===== src/hdl/mcpb_pkg.sv =====
// ----------------------------------------------------------------------------
// mcpb_pkg
// shared types, codes and helpers of the multi-channel pwm breathing core
// ----------------------------------------------------------------------------
`default_nettype none

package mcpb_pkg;

    // default channel count and port field widths
    localparam int unsigned CHANNELS_DEF = 8;
    localparam int unsigned MASK_W       = 8;
    localparam int unsigned LEVEL_W      = 8;
    localparam int unsigned S_DATA_W     = 24;
    localparam int unsigned M_DATA_W     = 16;

    // item actions
    typedef enum logic [2:0] {
        ACT_PERIOD = 3'd0,
        ACT_STEP   = 3'd1,
        ACT_DUTY   = 3'd2,
        ACT_PEAK   = 3'd3,
        ACT_FON    = 3'd4,
        ACT_FOFF   = 3'd5
    } action_t;

    // per-channel mode, one-hot
    typedef enum logic [3:0] {
        MODE_OFF    = 4'b0001,
        MODE_STEADY = 4'b0010,
        MODE_RISE   = 4'b0100,
        MODE_FALL   = 4'b1000
    } mode_t;

    // one registered input beat
    typedef struct packed {
        logic [7:0] value;
        logic [7:0] channel_mask;
        logic [2:0] action;
    } beat_t;

    // control shared by all channel slices
    typedef struct packed {
        logic       step;
        logic       set_duty;
        logic       set_peak;
        logic [7:0] value;
        logic [7:0] step_count;
    } chan_ctrl_t;

    // floor(d / 20) by reciprocal multiply, exact for 8-bit d
    function automatic logic [3:0] div20(input logic [7:0] d);
        logic [15:0] p;
        p = 16'(d) * 16'd205;
        return p[15:12];
    endfunction

endpackage

`default_nettype wire


===== src/hdl/mcpb_in_stage.sv =====
// ----------------------------------------------------------------------------
// mcpb_in_stage
// input register of the pwm core, takes a beat whenever it is empty or drained
// ----------------------------------------------------------------------------
`default_nettype none

module mcpb_in_stage (
    input  wire logic                 clk,
    input  wire logic                 rst_n,
    input  wire logic                 s_tvalid,
    output logic                      s_tready,
    input  wire logic [23:0]          s_tdata,   // action[2:0], channel_mask[10:3], value[18:11]
    input  wire logic                 take,
    output logic                      valid,
    output mcpb_pkg::beat_t           beat
);

    logic            valid_reg;
    logic            valid_next;
    mcpb_pkg::beat_t beat_reg;
    logic            accept;

    // handshake
    assign s_tready = !valid_reg || take;
    assign accept   = s_tvalid && s_tready;

    always_comb
    begin
        valid_next = valid_reg;
        if (accept)
        begin
            valid_next = 1'b1;
        end
        else if (take)
        begin
            valid_next = 1'b0;
        end
    end

    // occupancy flag
    always_ff @(posedge clk or negedge rst_n)
    begin
        if (!rst_n)
        begin
            valid_reg <= 1'b0;
        end
        else
        begin
            valid_reg <= valid_next;
        end
    end

    // payload, loaded on accept
    always_ff @(posedge clk)
    begin
        if (accept)
        begin
            beat_reg <= s_tdata[18:0];
        end
    end

    assign valid = valid_reg;
    assign beat  = beat_reg;

endmodule

`default_nettype wire


===== src/hdl/mcpb_channel.sv =====
// ----------------------------------------------------------------------------
// mcpb_channel
// one pwm channel: duty, peak and mode, the count compare and the breathe step
// ----------------------------------------------------------------------------
`default_nettype none

module mcpb_channel (
    input  wire logic                 clk,
    input  wire logic                 rst_n,
    input  wire mcpb_pkg::chan_ctrl_t ctrl,
    input  wire logic                 sel,
    input  wire logic                 pending,
    output logic                      dark
);

    logic [7:0]      duty_reg;
    logic [7:0]      duty_next;
    logic [7:0]      peak_reg;
    logic [7:0]      peak_next;
    mcpb_pkg::mode_t mode_reg;
    mcpb_pkg::mode_t mode_next;
    logic [3:0]      delta;
    logic [8:0]      sum;

    // channel reaches its duty at this count
    assign dark = pending && (duty_reg <= ctrl.step_count);

    // breathe step size, at least one
    always_comb
    begin
        delta = mcpb_pkg::div20(duty_reg);
        if (delta == 4'd0)
        begin
            delta = 4'd1;
        end
    end

    assign sum = {1'b0, duty_reg} + {5'd0, delta};

    // next duty, peak and mode
    always_comb
    begin
        duty_next = duty_reg;
        peak_next = peak_reg;
        mode_next = mode_reg;
        if (ctrl.step && dark)
        begin
            case (mode_reg)
                mcpb_pkg::MODE_RISE:
                begin
                    if (duty_reg >= peak_reg)
                    begin
                        mode_next = mcpb_pkg::MODE_FALL;
                    end
                    else
                    begin
                        duty_next = sum[8] ? 8'hFF : sum[7:0];
                    end
                end
                mcpb_pkg::MODE_FALL:
                begin
                    if (duty_reg <= 8'd1)
                    begin
                        mode_next = mcpb_pkg::MODE_RISE;
                    end
                    else
                    begin
                        duty_next = duty_reg - {4'd0, delta};
                    end
                end
                default:
                begin
                    mode_next = mode_reg;
                end
            endcase
        end
        else if (ctrl.set_duty && sel)
        begin
            mode_next = mcpb_pkg::MODE_STEADY;
            duty_next = ctrl.value;
        end
        else if (ctrl.set_peak && sel)
        begin
            mode_next = mcpb_pkg::MODE_RISE;
            peak_next = ctrl.value;
        end
    end

    // channel state
    always_ff @(posedge clk or negedge rst_n)
    begin
        if (!rst_n)
        begin
            duty_reg <= 8'd0;
            peak_reg <= 8'd0;
            mode_reg <= mcpb_pkg::MODE_OFF;
        end
        else
        begin
            duty_reg <= duty_next;
            peak_reg <= peak_next;
            mode_reg <= mode_next;
        end
    end

endmodule

`default_nettype wire


===== src/hdl/multi_channel_pwm_breathing_core.sv =====
// path: an accepted beat waits in the input register, then moves to the result register
// and leaves from there when the output side is not stalled
// throughput: one beat per cycle while the output side is not stalled; all channels update
// in parallel in a single pass between the input register and the result register
// reset: asynchronous, active low; clears all channel and mask state
// ----------------------------------------------------------------------------
// multi_channel_pwm_breathing_core
// multi-channel led pwm with steady and breathing channels, stream ports
// ----------------------------------------------------------------------------
`default_nettype none

module multi_channel_pwm_breathing_core #(
    parameter int unsigned CHANNELS = mcpb_pkg::CHANNELS_DEF
) (
    input  wire logic        clk,
    input  wire logic        rst_n,
    input  wire logic        s_tvalid,
    output logic             s_tready,
    input  wire logic [23:0] s_tdata,   // action[2:0], channel_mask[10:3], value[18:11]
    output logic             m_tvalid,
    input  wire logic        m_tready,
    output logic [15:0]      m_tdata    // led_levels[7:0], sweep_active[8]
);

    logic                in_valid;
    mcpb_pkg::beat_t     beat;
    logic                take;
    logic                go;
    mcpb_pkg::action_t   act;
    mcpb_pkg::chan_ctrl_t ctrl;

    logic [CHANNELS-1:0] mask;
    logic [CHANNELS-1:0] dark;
    logic [CHANNELS-1:0] enabled_reg, enabled_next;
    logic [CHANNELS-1:0] forced_reg, forced_next;
    logic [CHANNELS-1:0] pending_reg, pending_next;
    logic [CHANNELS-1:0] outbits_reg, outbits_next;
    logic [7:0]          count_reg, count_next;

    logic                out_valid_reg, out_valid_next;
    logic [7:0]          led_reg;
    logic                sweep_reg;
    logic [7:0]          led_next;

    // input register
    mcpb_in_stage u_in (
        .clk      (clk),
        .rst_n    (rst_n),
        .s_tvalid (s_tvalid),
        .s_tready (s_tready),
        .s_tdata  (s_tdata),
        .take     (take),
        .valid    (in_valid),
        .beat     (beat)
    );

    // result register frees up or drains this cycle
    assign take = !out_valid_reg || m_tready;
    assign go   = in_valid && take;
    assign act  = mcpb_pkg::action_t'(beat.action);

    // mask bits beyond the port or the channel count drop out
    for (genvar c = 0; c < CHANNELS; c++)
    begin : g_mask
        if (c < mcpb_pkg::MASK_W)
        begin : g_bit
            assign mask[c] = beat.channel_mask[c];
        end
        else
        begin : g_zero
            assign mask[c] = 1'b0;
        end
    end

    // shared channel control
    assign ctrl.step       = go && (act == mcpb_pkg::ACT_STEP);
    assign ctrl.set_duty   = go && (act == mcpb_pkg::ACT_DUTY);
    assign ctrl.set_peak   = go && (act == mcpb_pkg::ACT_PEAK);
    assign ctrl.value      = beat.value;
    assign ctrl.step_count = count_reg;

    // channel slices
    for (genvar c = 0; c < CHANNELS; c++)
    begin : g_chan
        mcpb_channel u_chan (
            .clk     (clk),
            .rst_n   (rst_n),
            .ctrl    (ctrl),
            .sel     (mask[c]),
            .pending (pending_reg[c]),
            .dark    (dark[c])
        );
    end

    // shared masks and count
    always_comb
    begin
        enabled_next = enabled_reg;
        forced_next  = forced_reg;
        pending_next = pending_reg;
        outbits_next = outbits_reg;
        count_next   = count_reg;
        if (go)
        begin
            case (act)
                mcpb_pkg::ACT_PERIOD:
                begin
                    outbits_next = enabled_reg | forced_reg;
                    pending_next = enabled_reg;
                    count_next   = 8'd0;
                end
                mcpb_pkg::ACT_STEP:
                begin
                    outbits_next = outbits_reg & ~dark;
                    pending_next = pending_reg & ~dark;
                    if (count_reg != 8'hFF)
                    begin
                        count_next = count_reg + 8'd1;
                    end
                end
                mcpb_pkg::ACT_DUTY,
                mcpb_pkg::ACT_PEAK:
                begin
                    enabled_next = enabled_reg | mask;
                    forced_next  = forced_reg & ~mask;
                end
                mcpb_pkg::ACT_FON:
                begin
                    enabled_next = enabled_reg & ~mask;
                    pending_next = pending_reg & ~mask;
                    forced_next  = forced_reg | mask;
                end
                mcpb_pkg::ACT_FOFF:
                begin
                    enabled_next = enabled_reg & ~mask;
                    pending_next = pending_reg & ~mask;
                    forced_next  = forced_reg & ~mask;
                end
                default:
                begin
                    count_next = count_reg;
                end
            endcase
        end
    end

    always_ff @(posedge clk or negedge rst_n)
    begin
        if (!rst_n)
        begin
            enabled_reg <= '0;
            forced_reg  <= '0;
            pending_reg <= '0;
            outbits_reg <= '0;
            count_reg   <= 8'd0;
        end
        else
        begin
            enabled_reg <= enabled_next;
            forced_reg  <= forced_next;
            pending_reg <= pending_next;
            outbits_reg <= outbits_next;
            count_reg   <= count_next;
        end
    end

    // led levels on the port width
    for (genvar j = 0; j < mcpb_pkg::LEVEL_W; j++)
    begin : g_led
        if (j < CHANNELS)
        begin : g_bit
            assign led_next[j] = outbits_next[j];
        end
        else
        begin : g_zero
            assign led_next[j] = 1'b0;
        end
    end

    // result register
    always_comb
    begin
        out_valid_next = out_valid_reg;
        if (go)
        begin
            out_valid_next = 1'b1;
        end
        else if (m_tready)
        begin
            out_valid_next = 1'b0;
        end
    end

    always_ff @(posedge clk or negedge rst_n)
    begin
        if (!rst_n)
        begin
            out_valid_reg <= 1'b0;
        end
        else
        begin
            out_valid_reg <= out_valid_next;
        end
    end

    always_ff @(posedge clk)
    begin
        if (go)
        begin
            led_reg   <= led_next;
            sweep_reg <= |pending_next;
        end
    end

    assign m_tvalid = out_valid_reg;
    assign m_tdata  = {7'd0, sweep_reg, led_reg};

endmodule

`default_nettype wire


===== config.mk =====
export PLATFORM = sky130hd
export DESIGN_NAME = multi_channel_pwm_breathing_core
export DESIGN_NICKNAME = d
export VERILOG_FILES = /design/src/hdl/mcpb_pkg.sv /design/src/hdl/mcpb_in_stage.sv /design/src/hdl/mcpb_channel.sv /design/src/hdl/multi_channel_pwm_breathing_core.sv
export SDC_FILE = /design/constraint.sdc
export NUM_CORES = 1
export LEC_CHECK = 0
export BUFFER_PORTS_ARGS = -buffer_cell sky130_fd_sc_hd__buf_2
export CELL_PAD_IN_SITES_DETAIL_PLACEMENT = 1
export CELL_PAD_IN_SITES_GLOBAL_PLACEMENT = 1
export CORE_MARGIN = 8
export CORE_UTILIZATION = 57
export CTS_BUF_LIST = sky130_fd_sc_hd__clkbuf_4 sky130_fd_sc_hd__clkbuf_8
export CTS_CLUSTER_DIAMETER = 100
export DETAILED_ROUTE_END_ITERATION = 7
export HOLD_SLACK_MARGIN = 0.06
export PLACE_DENSITY = 0.87
export SYNTH_ARGS = -nofsm -noshare
export SYNTH_HDL_FRONTEND = slang
export SYNTH_SLANG_ARGS = --single-unit

===== constraint.sdc =====
create_clock -name clk -period 8.45 [get_ports clk]
set_input_delay 1.2675 -clock clk [delete_from_list [all_inputs] [get_ports clk]]
set_output_delay 1.2675 -clock clk [all_outputs]
set_load 0.005 [all_outputs]

# After elaboration in Yosys (flattened, before gate mapping)
# Index checks and enable logic that the tools add are counted.
[totals]
elab_cells = 392
out_inout_bits = 18
input_bits = 28
register_bits = 230
[op_classes]
order_cmp = 24
add_sub_neg = 17
n_mul = 8
n_bitwise = 26
n_reduce_logical = 102
eq_ne = 63
n_mux = 116
[ops]
columns = ["operator", "n"]
rows = [
  ["$mux 8", 43],
  ["$mux 4", 48],
  ["$pmux 8 s2", 12],
  ["$mul 8x8->16 const B", 8],
  ["$ne 3x3->1 const B", 40],
  ["$add 8x4->9", 8],
  ["$ge 8x8->1", 8],
  ["$le 8x1->1 const B", 8],
  ["$le 8x8->1", 8],
  ["$pmux 4 s2", 8],
  ["$reduce_and 4->1", 16],
  ["$sub 8x4->8", 8],
  ["$and 8x8->8", 5],
  ["$logic_and 1x1->1", 37],
  ["$eq 4x3->1 const B", 8],
  ["$eq 4x4->1 const B", 8],
  ["$logic_not 4->1", 8],
  ["$reduce_and 3->1", 9],
  ["$reduce_bool 2->1", 13],
  ["$or 8x8->8", 3],
  ["$pmux 8 s3", 1],
  ["$reduce_bool 3->1", 8],
  ["$not 1->1", 16],
  ["$not 8->8", 2],
  ["other kinds (14)", 23],
]

# Longest topological paths before layout
# Gate-level depths: netlist of the first run.
[depth]
ltp_word = 8
depth_mapped = 26
ltp_nobuf = 25

# Cells and area by module
# From an unflattened synthesis of the first run, not the netlist that was laid out.
[hier_totals]
cells_unflattened = 2958
hier_area_um2 = 27959.3
[modules_own_cells]
columns = ["mod", "area_each_um2", "n_inst", "cells_per_inst"]
rows = [
  ["mcpb_channel at g_chan[0].u_chan ...", 3121.7, 4, 344],
  ["mcpb_channel at g_chan[6].u_chan", 3174.3, 1, 343],
  ["mcpb_channel at g_chan[5].u_chan", 3150.5, 1, 328],
  ["mcpb_channel at g_chan[4].u_chan", 3072.9, 1, 336],
  ["mcpb_channel at g_chan[7].u_chan", 3029.2, 1, 334],
  ["multi_channel_pwm_breathing_core", 2421.1, 1, 218],
  ["mcpb_in_stage", 624.3, 1, 23],
]

# Worst setup path before layout of the first run
# OpenSTA, ideal clock, no wires.
[synth_path]
path_type = "reg2reg"
startpoint = "register g_chan[3].u_chan.duty_reg[1]"
endpoint = "register g_chan[3].u_chan.duty_reg[4]"
path_stages_with_launch = 26
period_less_slack_ps = 5734
slack_ps = 2716
n_path_buf = 0
t_arrival_ps = 5610
setup_ps = 124
required_ps = 8326
cell_sequence = "dfrtp_1 > ha_1 > xor2_1 > ha_1 > fa_1 > inv_1 > fa_1 > inv_1 > ha_1 > nor3_1 > nand3_1 > or3b_1 > a31o_2 > mux2i_1 > a21oi_1 > or3_1 > ha_1 > inv_1 > fa_1 > o21bai_1 > a21o_1 > and3_1 > nand2_1 > nand2_1 > o32a_1 > a2bb2oi_1"
[synth_between]
elab_chain_len = 8
elab_cells_between_ends = 20
[synth_lines]
columns = ["item", "line_no", "source"]
rows = [
  ["start: declaration", "mcpb_channel.sv:16", "logic [7:0] duty_reg;"],
  ["start signal: assignment", "mcpb_channel.sv:100", "duty_reg <= duty_next;"],
  ["$mul 8x8->16", "mcpb_pkg.sv:53", "p = 16'(d) * 16'd205;"],
  ["$logic_not 4->1", "mcpb_channel.sv:32", "if (delta == 4'd0)"],
  ["$mux 4", "mcpb_channel.sv:32", ""],
  ["$add 8x4->9", "mcpb_channel.sv:38", "assign sum = {1'b0, duty_reg} + {5'd0, delta};"],
  ["$mux 8", "mcpb_channel.sv:57", "duty_next = sum[8] ? 8'hFF : sum[7:0];"],
  ["$mux 8", "mcpb_channel.sv:51", "if (duty_reg >= peak_reg)"],
  ["$pmux 8 s2", "mcpb_channel.sv:48", "case (mode_reg)"],
  ["$mux 8", "mcpb_channel.sv:46", "if (ctrl.step && dark)"],
]
# Parallel ways exist; a longest one is shown, timed or not. The select of a mux whose other input is x is not followed.
# A chain may end at the register's enable or synchronous reset.

# Worst setup path after layout of the first run
[layout_path]
startpoint = "register g_chan[7].u_chan.duty_reg[4]"
endpoint = "register g_chan[7].u_chan.duty_reg[3]"
[layout_between]
elab_chain_len = 8
elab_cells_between_ends = 20
[layout_lines]
columns = ["item", "line_no"]
rows = [
  ["start: declaration", "mcpb_channel.sv:16"],
  ["start signal: assignment", "mcpb_channel.sv:100"],
  ["$mul 8x8->16", "mcpb_pkg.sv:53"],
  ["$logic_not 4->1", "mcpb_channel.sv:32"],
  ["$mux 4", "mcpb_channel.sv:32"],
  ["$add 8x4->9", "mcpb_channel.sv:38"],
  ["$mux 8", "mcpb_channel.sv:57"],
  ["$mux 8", "mcpb_channel.sv:51"],
  ["$pmux 8 s2", "mcpb_channel.sv:48"],
  ["$mux 8", "mcpb_channel.sv:46"],
]
# Parallel ways exist; a longest one is shown, timed or not. The select of a mux whose other input is x is not followed.

==> implementation parameters, run 1 <==
Parameter                              Value

Outcome
  Status ... completed

Logic synthesis
  Simple-Gate Fraction of Synth Area ... 0.105
  Share of Yosys cell area claimed by the top area cell type ... 0.289
  Register bit total from synthesis ... 230
  Post-synthesis xor/xnor area fraction ... 0.0321
  EDFF count, synth ... 28
  Synthesized-area fraction occupied by adder cells ... 0.355
  Fraction of synthesis flops using an asynchronous set or reset pin ... 0.878
  Cell count after synthesis ... 2,841
  Total standard cell area after synthesis ... 26,700 um2
  Warning count from the yosys run ... 0
  Most common flop cell mapped by yosys ... dfrtp_1
  Mean instance size in the synthesized netlist ... 9.39 um2
  Synth area leader ... ha_1
  Post-synthesis compound-gate area fraction ... 0.172
  Count leader, synth ... ha_1
  Post-synthesis sequential area ratio ... 0.221
  Main combinational cell family by area after synthesis ... adder cells
  Post-synth top cells ... 617 x ha_1, 373 x inv_1, 194 x dfrtp_1, 184 x nand2_1, 139 x o21ai_0
  Portion of netlist area occupied by mux cells ... 0.0502
  Cell types with the largest area share after synthesis ... ha_1 29%, dfrtp_1 18%, fa_1 6.6%
  Synth cell types ... 100

Setup path
  Reg2Reg Capture Point ... g_chan[7].u_chan.duty_reg[3]
  Critical R2R Launch ... g_chan[7].u_chan.duty_reg[4]
  Crit path DAT ... 7.65 ns
  Critical path's slowest cell ... dfrtp_1
  Worst reg2reg setup slack ... 1.30 ns
  Worst setup path startpoint ... g_chan[7].u_chan.duty_reg[4]
  Worst Path Class, Setup ... flip-flop to flip-flop
  Maximum fanout count along the critical path ... 13
  Peak per-stage delay on the critical path ... 0.72 ns
  CP endpoint kind ... flip-flop
  Destination of the critical timing path ... g_chan[7].u_chan.duty_reg[3]
  Worst Path Required ... 8.94 ns
  Startpoint kind of the worst setup timing path ... flip-flop
  Depth of the most critical reg-to-reg path ... 22
  Sequence of cells on the critical path ... inv_1 > ha_1 > ha_1 > inv_1 > fa_1 > fa_1 > inv_1 > ha_1 > a2111oi_0 > o31ai_1 > o211ai_1 > o21a_1 > ha_1 > inv_1 > fa_1 > o21ba_2 > o21bai_1 > a31oi_1 > o21a_1 > o311ai_0 > o21ai_0 > mux2i_1

Routing
  Via Count ... 22,600
  Vias per cell ... 6.44
  Total DRC errors in the routed layout ... 0
  Remaining antenna violation count after routing ... 0
  Final wirelength ... 82,300 um
  Average wire length per cell after detail routing ... 23.5 um
  Initial DRC Count ... 1,384
  Iteration count of the initial detailed-routing pass ... 5

CTS
  TritonCTS Sinks ... 230
  Number of buffers created by CTS ... 39
  CTS HTree Levels ... 2
  Post-CTS setup-driven buffer insertion count ... 0
  Cell chosen for the clock root ... clkbuf_8
  Clock tree from TritonCTS ... yes
  Resized Gates After CTS ... 0
  Number of buffers between clock root and the deepest sink ... 3
  Number of hold buffers added after CTS ... 0
  Worst-Skew Late Latency ... 0.58 ns
  Clock transition at the registers of the reported paths ... 0.07 ns

Cells and area
  Number of nets in the finished design ... 3,601
  Layout cells sized above 1 ... 0.0842
  Antenna Diode Count ... 0
  Sequential cell area ... 5910 um2
  Area of the multi-input gates ... 19,100 um2
  Area Growth Syn to Fin ... 6.18%
  Filler cells ... 5,221

Timing
  Slew @ Worst Pin ... 1.28 ns
  Setup violations, final ... 0
  Worst clock skew ... 0.0325 ns
  Worst max-slew margin expressed relative to the limit ... 0.143
  Sum of negative setup slack ... 0 ns
  Total count of max-transition violations in the final report ... 0
  Final hold viol count ... 0
  RSZ-0062 raised after global routing ... no
  Crit path time final ... 7.15 ns
  F_max ... 0.140 GHz
  Share of the clock period used by the worst path ... 0.847

Global routing
  Global-route wire length before repair ... 134,000 um
  All-layer global routing usage ... 0.304
  Largest net degree at the start of global routing ... 74
  Via count of the first global-routing pass ... 25,500
  Antenna violations before repair ... 1
  Total overflow reported by the global router ... 0

Die
  Floorplan core area ... 46,400 um2
  Row cnt ... 79
  Top Ports ... 46
  DIE AREA ... 54,000 um2
  Die width ... 232 um
  Initial Utilization ... 0.575
  Y dimension of the die ... 232 um

Job
  Number of maximum-capacitance constraint violations ... 0

Hold path
  Min-delay worst type ... flip-flop to flip-flop

Placed design
  HPWL Detailed ... 60,800 um
  PortBufs ... 33
  Routability-driven placement congestion ratio ... 0.851
==> logic make-up after synthesis <==
group / count (synthesis)
and+or+nand+nor: 574
buffers and inverters: 438
muxes: 124
DFF: 230
adders and majority gates: 705
AOI/OAI and AO/OA: 673
other: 1
xor gates and xnor gates: 96
==> placed cells by master, fill, tap and decap left out, drive strengths merged, types with 9 or more instances in the layout <==
master / n
or3: 13
mux2i: 46
a31o: 13
and3: 18
inv: 375
nor2: 124
a21o: 62
o21ai: 148
nand4: 21
o221ai: 16
edfxtp: 28
and2: 21
nand2: 184
o311ai: 9
nor2b: 18
a221o: 14
o211ai: 22
a2111oi: 11
mux2: 78
nor3: 31
xor2: 61
nand2b: 21
o22ai: 24
o21a: 35
a21oi: 134
a22oi: 18
xnor2: 34
ha: 617
buf: 42
o21bai: 21
nand3: 82
fa: 88
a211oi: 21
clkbuf: 62
a31oi: 33
dfrtp: 194
==> final cells by class <==
class                   count  share of cell area
flip-flops and latches    230               0.209
repair buffers             43             0.00879
clock inverters            10             0.00530
inverters                 375              0.0497
well taps                 607              0.0268
multi-input cells        2179               0.674
clock buffers              61              0.0268
==> worst min-delay path by stage <==
| stage | from | endpoint | depth (start not counted) |
|---|---|---|---|
| 5_1_grt | g_chan[5].u_chan.mode_reg[0] | g_chan[5].u_chan.mode_reg[0] | 1 |
| 3_3_place_gp | g_chan[3].u_chan.peak_reg[4] | g_chan[3].u_chan.peak_reg[4] | 2 |
| 2_1_floorplan | g_chan[0].u_chan.peak_reg[4] | g_chan[0].u_chan.peak_reg[4] | 2 |
| 3_5_place_dp | g_chan[3].u_chan.peak_reg[4] | g_chan[3].u_chan.peak_reg[4] | 2 |
| 6_report | g_chan[6].u_chan.peak_reg[5] | g_chan[6].u_chan.peak_reg[5] | 1 |
| 4_1_cts | g_chan[5].u_chan.mode_reg[0] | g_chan[5].u_chan.mode_reg[0] | 1 |
==> critical path: cells and delay by family (launching register included) <==
kind	cells	cell delay (ns)
adder cells (fa/ha/maj)	7	2.66
flip-flops	1	0.72
buffers and inverters	4	0.39
AO/OA/AOI/OAI	10	3.11
multiplexers	1	0.19
==> metal layers <==
layer / share of wire / GRT usage / vias up / wire length, um
met5: 0 / 0 / - / 0
met4: 0.045 / 0.143 / 0 / 3740
met3: 0.060 / 0.0490 / 297 / 4970
met2: 0.50 / 0.541 / 830 / 41300
met1: 0.39 / 0.354 / 11300 / 32300
li1: - / - / 10200 / -
==> per-stage QoR <==
step	setup WS (ns)	utilization	area, um2	hold slack, ns	instances
after global routing	0.914	0.611	28300	0.512	3505
after floorplan	2.72	-	26700	0.450	2847
after detailed placement	1.55	0.591	27400	0.472	3434
final	1.30	0.611	28300	0.508	3505
after CTS	1.46	0.611	28300	0.506	3505
after global placement	1.88	0.591	27400	0.464	3434
Power of run 1 is not shown: default switching activity piles up to over one toggle a cycle in this logic, so the estimate is an artifact.
==> run 2: changes to the inputs <==
--- a/config.mk
+++ b/config.mk
@@ -9,12 +9,12 @@
 export CELL_PAD_IN_SITES_DETAIL_PLACEMENT = 1
 export CELL_PAD_IN_SITES_GLOBAL_PLACEMENT = 1
 export CORE_MARGIN = 8
-export CORE_UTILIZATION = 57
+export CORE_UTILIZATION = 47
 export CTS_BUF_LIST = sky130_fd_sc_hd__clkbuf_4 sky130_fd_sc_hd__clkbuf_8
 export CTS_CLUSTER_DIAMETER = 100
 export DETAILED_ROUTE_END_ITERATION = 7
 export HOLD_SLACK_MARGIN = 0.06
-export PLACE_DENSITY = 0.87
+export PLACE_DENSITY = 0.76
 export SYNTH_ARGS = -nofsm -noshare
 export SYNTH_HDL_FRONTEND = slang
 export SYNTH_SLANG_ARGS = --single-unit
==> constraint.sdc (replaced) <==
create_clock -name clk -period 6.4 [get_ports clk]
set_input_delay 0.96 -clock clk [delete_from_list [all_inputs] [get_ports clk]]
set_output_delay 0.96 -clock clk [all_outputs]
set_load 0.005 [all_outputs]
==> run 2 against run 1 <==
  * Die area up 20%
  * Via count down 2.5%
  * Clock skew down 0.010 ns
  * Non-clock buffer count up 92
  * Fmax up 17%
  * Core utilization down 8.8 points
  * Cell count up 7.1%
  * Critical path type unchanged
  * Count of clock-buffer cells in the layout up 8
  * Flip-flop and latch count unchanged
==> implementation parameters, run 2 (same netlist as run 1, synthesis figures left out) <==
Parameter                              Value

Outcome
  Status ... completed

Setup path
  Worst setup path startpoint ... g_chan[3].u_chan.duty_reg[1]
  Startpoint kind of the worst setup timing path ... flip-flop
  Critical R2R Launch ... g_chan[3].u_chan.duty_reg[1]
  Worst Path Required ... 6.87 ns
  Worst Path Class, Setup ... flip-flop to flip-flop
  Crit path DAT ... 6.60 ns
  Maximum fanout count along the critical path ... 6
  CP endpoint kind ... flip-flop

Routing
  Initial DRC Count ... 1,060
  Remaining antenna violation count after routing ... 0
  Final wirelength ... 78,100 um
  Total DRC errors in the routed layout ... 0
  Via Count ... 22,000
  Iteration count of the initial detailed-routing pass ... 7
  Vias per cell ... 5.86
  Average wire length per cell after detail routing ... 20.8 um

Cells and area
  Area Growth Syn to Fin ... 10.3%
  Number of nets in the finished design ... 3,696
  Layout cells sized above 1 ... 0.130
  Most frequent cells in the layout ... 613 x ha_1, 371 x inv_1, 183 x nand2_1
  Most common cell after layout, fill and taps aside ... ha_1
  Filler cells ... 6,501
  Antenna Diode Count ... 0

Timing
  Worst max-slew margin expressed relative to the limit ... 0.135
  Slew @ Worst Pin ... 1.28 ns
  Crit path time final ... 6.13 ns
  F_max ... 0.163 GHz
  Final worst-path setup slack ... 0.267 ns
  Setup violations, final ... 0
  Share of the clock period used by the worst path ... 0.958
  Worst clock skew ... 0.0224 ns
  Final hold viol count ... 0
  Fin Hold WS ... 0.336 ns
  Total count of max-transition violations in the final report ... 0

Placed design
  Setup slack after placement ... -0.0230 ns
  PortBufs ... 33
  HPWL Detailed ... 59,900 um
  Routability-driven placement congestion ratio ... 0.874

CTS
  Number of buffers created by CTS ... 42
  Cell chosen for the clock root ... clkbuf_8
  TritonCTS Sinks ... 230
  Worst-Skew Late Latency ... 0.58 ns
  Clock tree from TritonCTS ... yes
  CTS HTree Levels ... 2
  Number of buffers between clock root and the deepest sink ... 3
  Clock transition at the registers of the reported paths ... 0.07 ns

Die
  Initial Utilization ... 0.474
  Row cnt ... 87
  Top Ports ... 46
  Die width ... 254 um
  DIE AREA ... 64,600 um2
  Floorplan core area ... 56,300 um2
  Y dimension of the die ... 254 um

Global routing
  Largest net degree at the start of global routing ... 81
  Total overflow reported by the global router ... 0
  Global-route wire length before repair ... 127,000 um
  Via count of the first global-routing pass ... 24,100
  Antenna violations before repair ... 1
  All-layer global routing usage ... 0.240

Job
  Number of maximum-capacitance constraint violations ... 0

Hold path
  Min-delay worst type ... input port to async pin
==> run 2: cell types whose count changed in the layout (fill, tap and decap cells not counted), moves of 3 or more <==
cell,change
ha_4,+3
clkbuf_8,+4
buf_4,+92
dfrtp_2,+12
ha_1,-4
bufinv_16,-3
a21oi_2,+6
o21ai_1,+4
clkbuf_4,+3
o21ai_0,-6
a21oi_1,-6
a2111oi_0,-4
dfrtp_1,-12
==> run 2: layout make-up <==
class	count	area, um2	area share
clock buffer	69	850	0.0289
clock inverter	9	81.3	0.00276
inverter	375	1410	0.0478
multi-input combinational	2179	19300	0.655
sequential	230	5920	0.201
tap	756	946	0.0321
timing repair buffer	135	941	0.0320
==> run 2: repair_timing <==
item                       CTS  global route
buffers inserted             0             9
setup endpoints to repair    2            55
gates resized for setup      1            55
hold buffers                 0             0
pin swaps                    0             8
==> run 2: worst max-delay path, cell delays in order (launching register included) <==
cell and delay [ns]:
dfrtp_2 0.46, inv_2 0.10, ha_1 0.33, ha_1 0.29, inv_1 0.05, fa_1 0.46, fa_1 0.56, inv_1 0.04
ha_1 0.32, and4_1 0.17, nand4_1 0.12, or3b_4 0.40, a31o_2 0.28, mux2i_2 0.23, a21oi_1 0.08, or3_4 0.40
ha_1 0.19, inv_1 0.09, fa_2 0.22, o21bai_1 0.07, a21o_1 0.22, and3_1 0.22, nand2_1 0.10, nand2_2 0.09
o32a_1 0.41, a2bb2oi_1 0.13
==> run 2: stage by stage <==
stage / area, um2 / utilization / instances / setup TNS [ns]
after floorplan: 26700 / - / 2847 / 0
after global placement: 28200 / 0.502 / 3666 / 0
after detailed placement: 28200 / 0.502 / 3666 / -0.0320
after CTS: 29200 / 0.518 / 3744 / 0
after global routing: 29400 / 0.523 / 3753 / -0.0825
final: 29400 / 0.523 / 3753 / 0
==> run 2: final timing paths <==
kind	to	slack [ns]	cells after the start
max in group asynchronous	g_chan[5].u_chan.duty_reg[1]	4.48	2
worst min-delay path	g_chan[0].u_chan.duty_reg[1]	0.34	1
worst max-delay path	g_chan[3].u_chan.duty_reg[4]	0.27	25
worst min register to register	g_chan[7].u_chan.peak_reg[4]	0.49	2
min in group clk	g_chan[7].u_chan.peak_reg[4]	0.49	2
worst max register to register	g_chan[3].u_chan.duty_reg[4]	0.27	25
==> run 2: per-layer routing <==
layer  global-route usage  vias up  wire (um)
met5                    0        -          0
met4               0.0923        0       2850
met3               0.0276      186       2530
met2                0.425      431      38400
met1                0.298    11000      34300
li1                     -    10300          -
Power of run 2 is left out for the same reason.
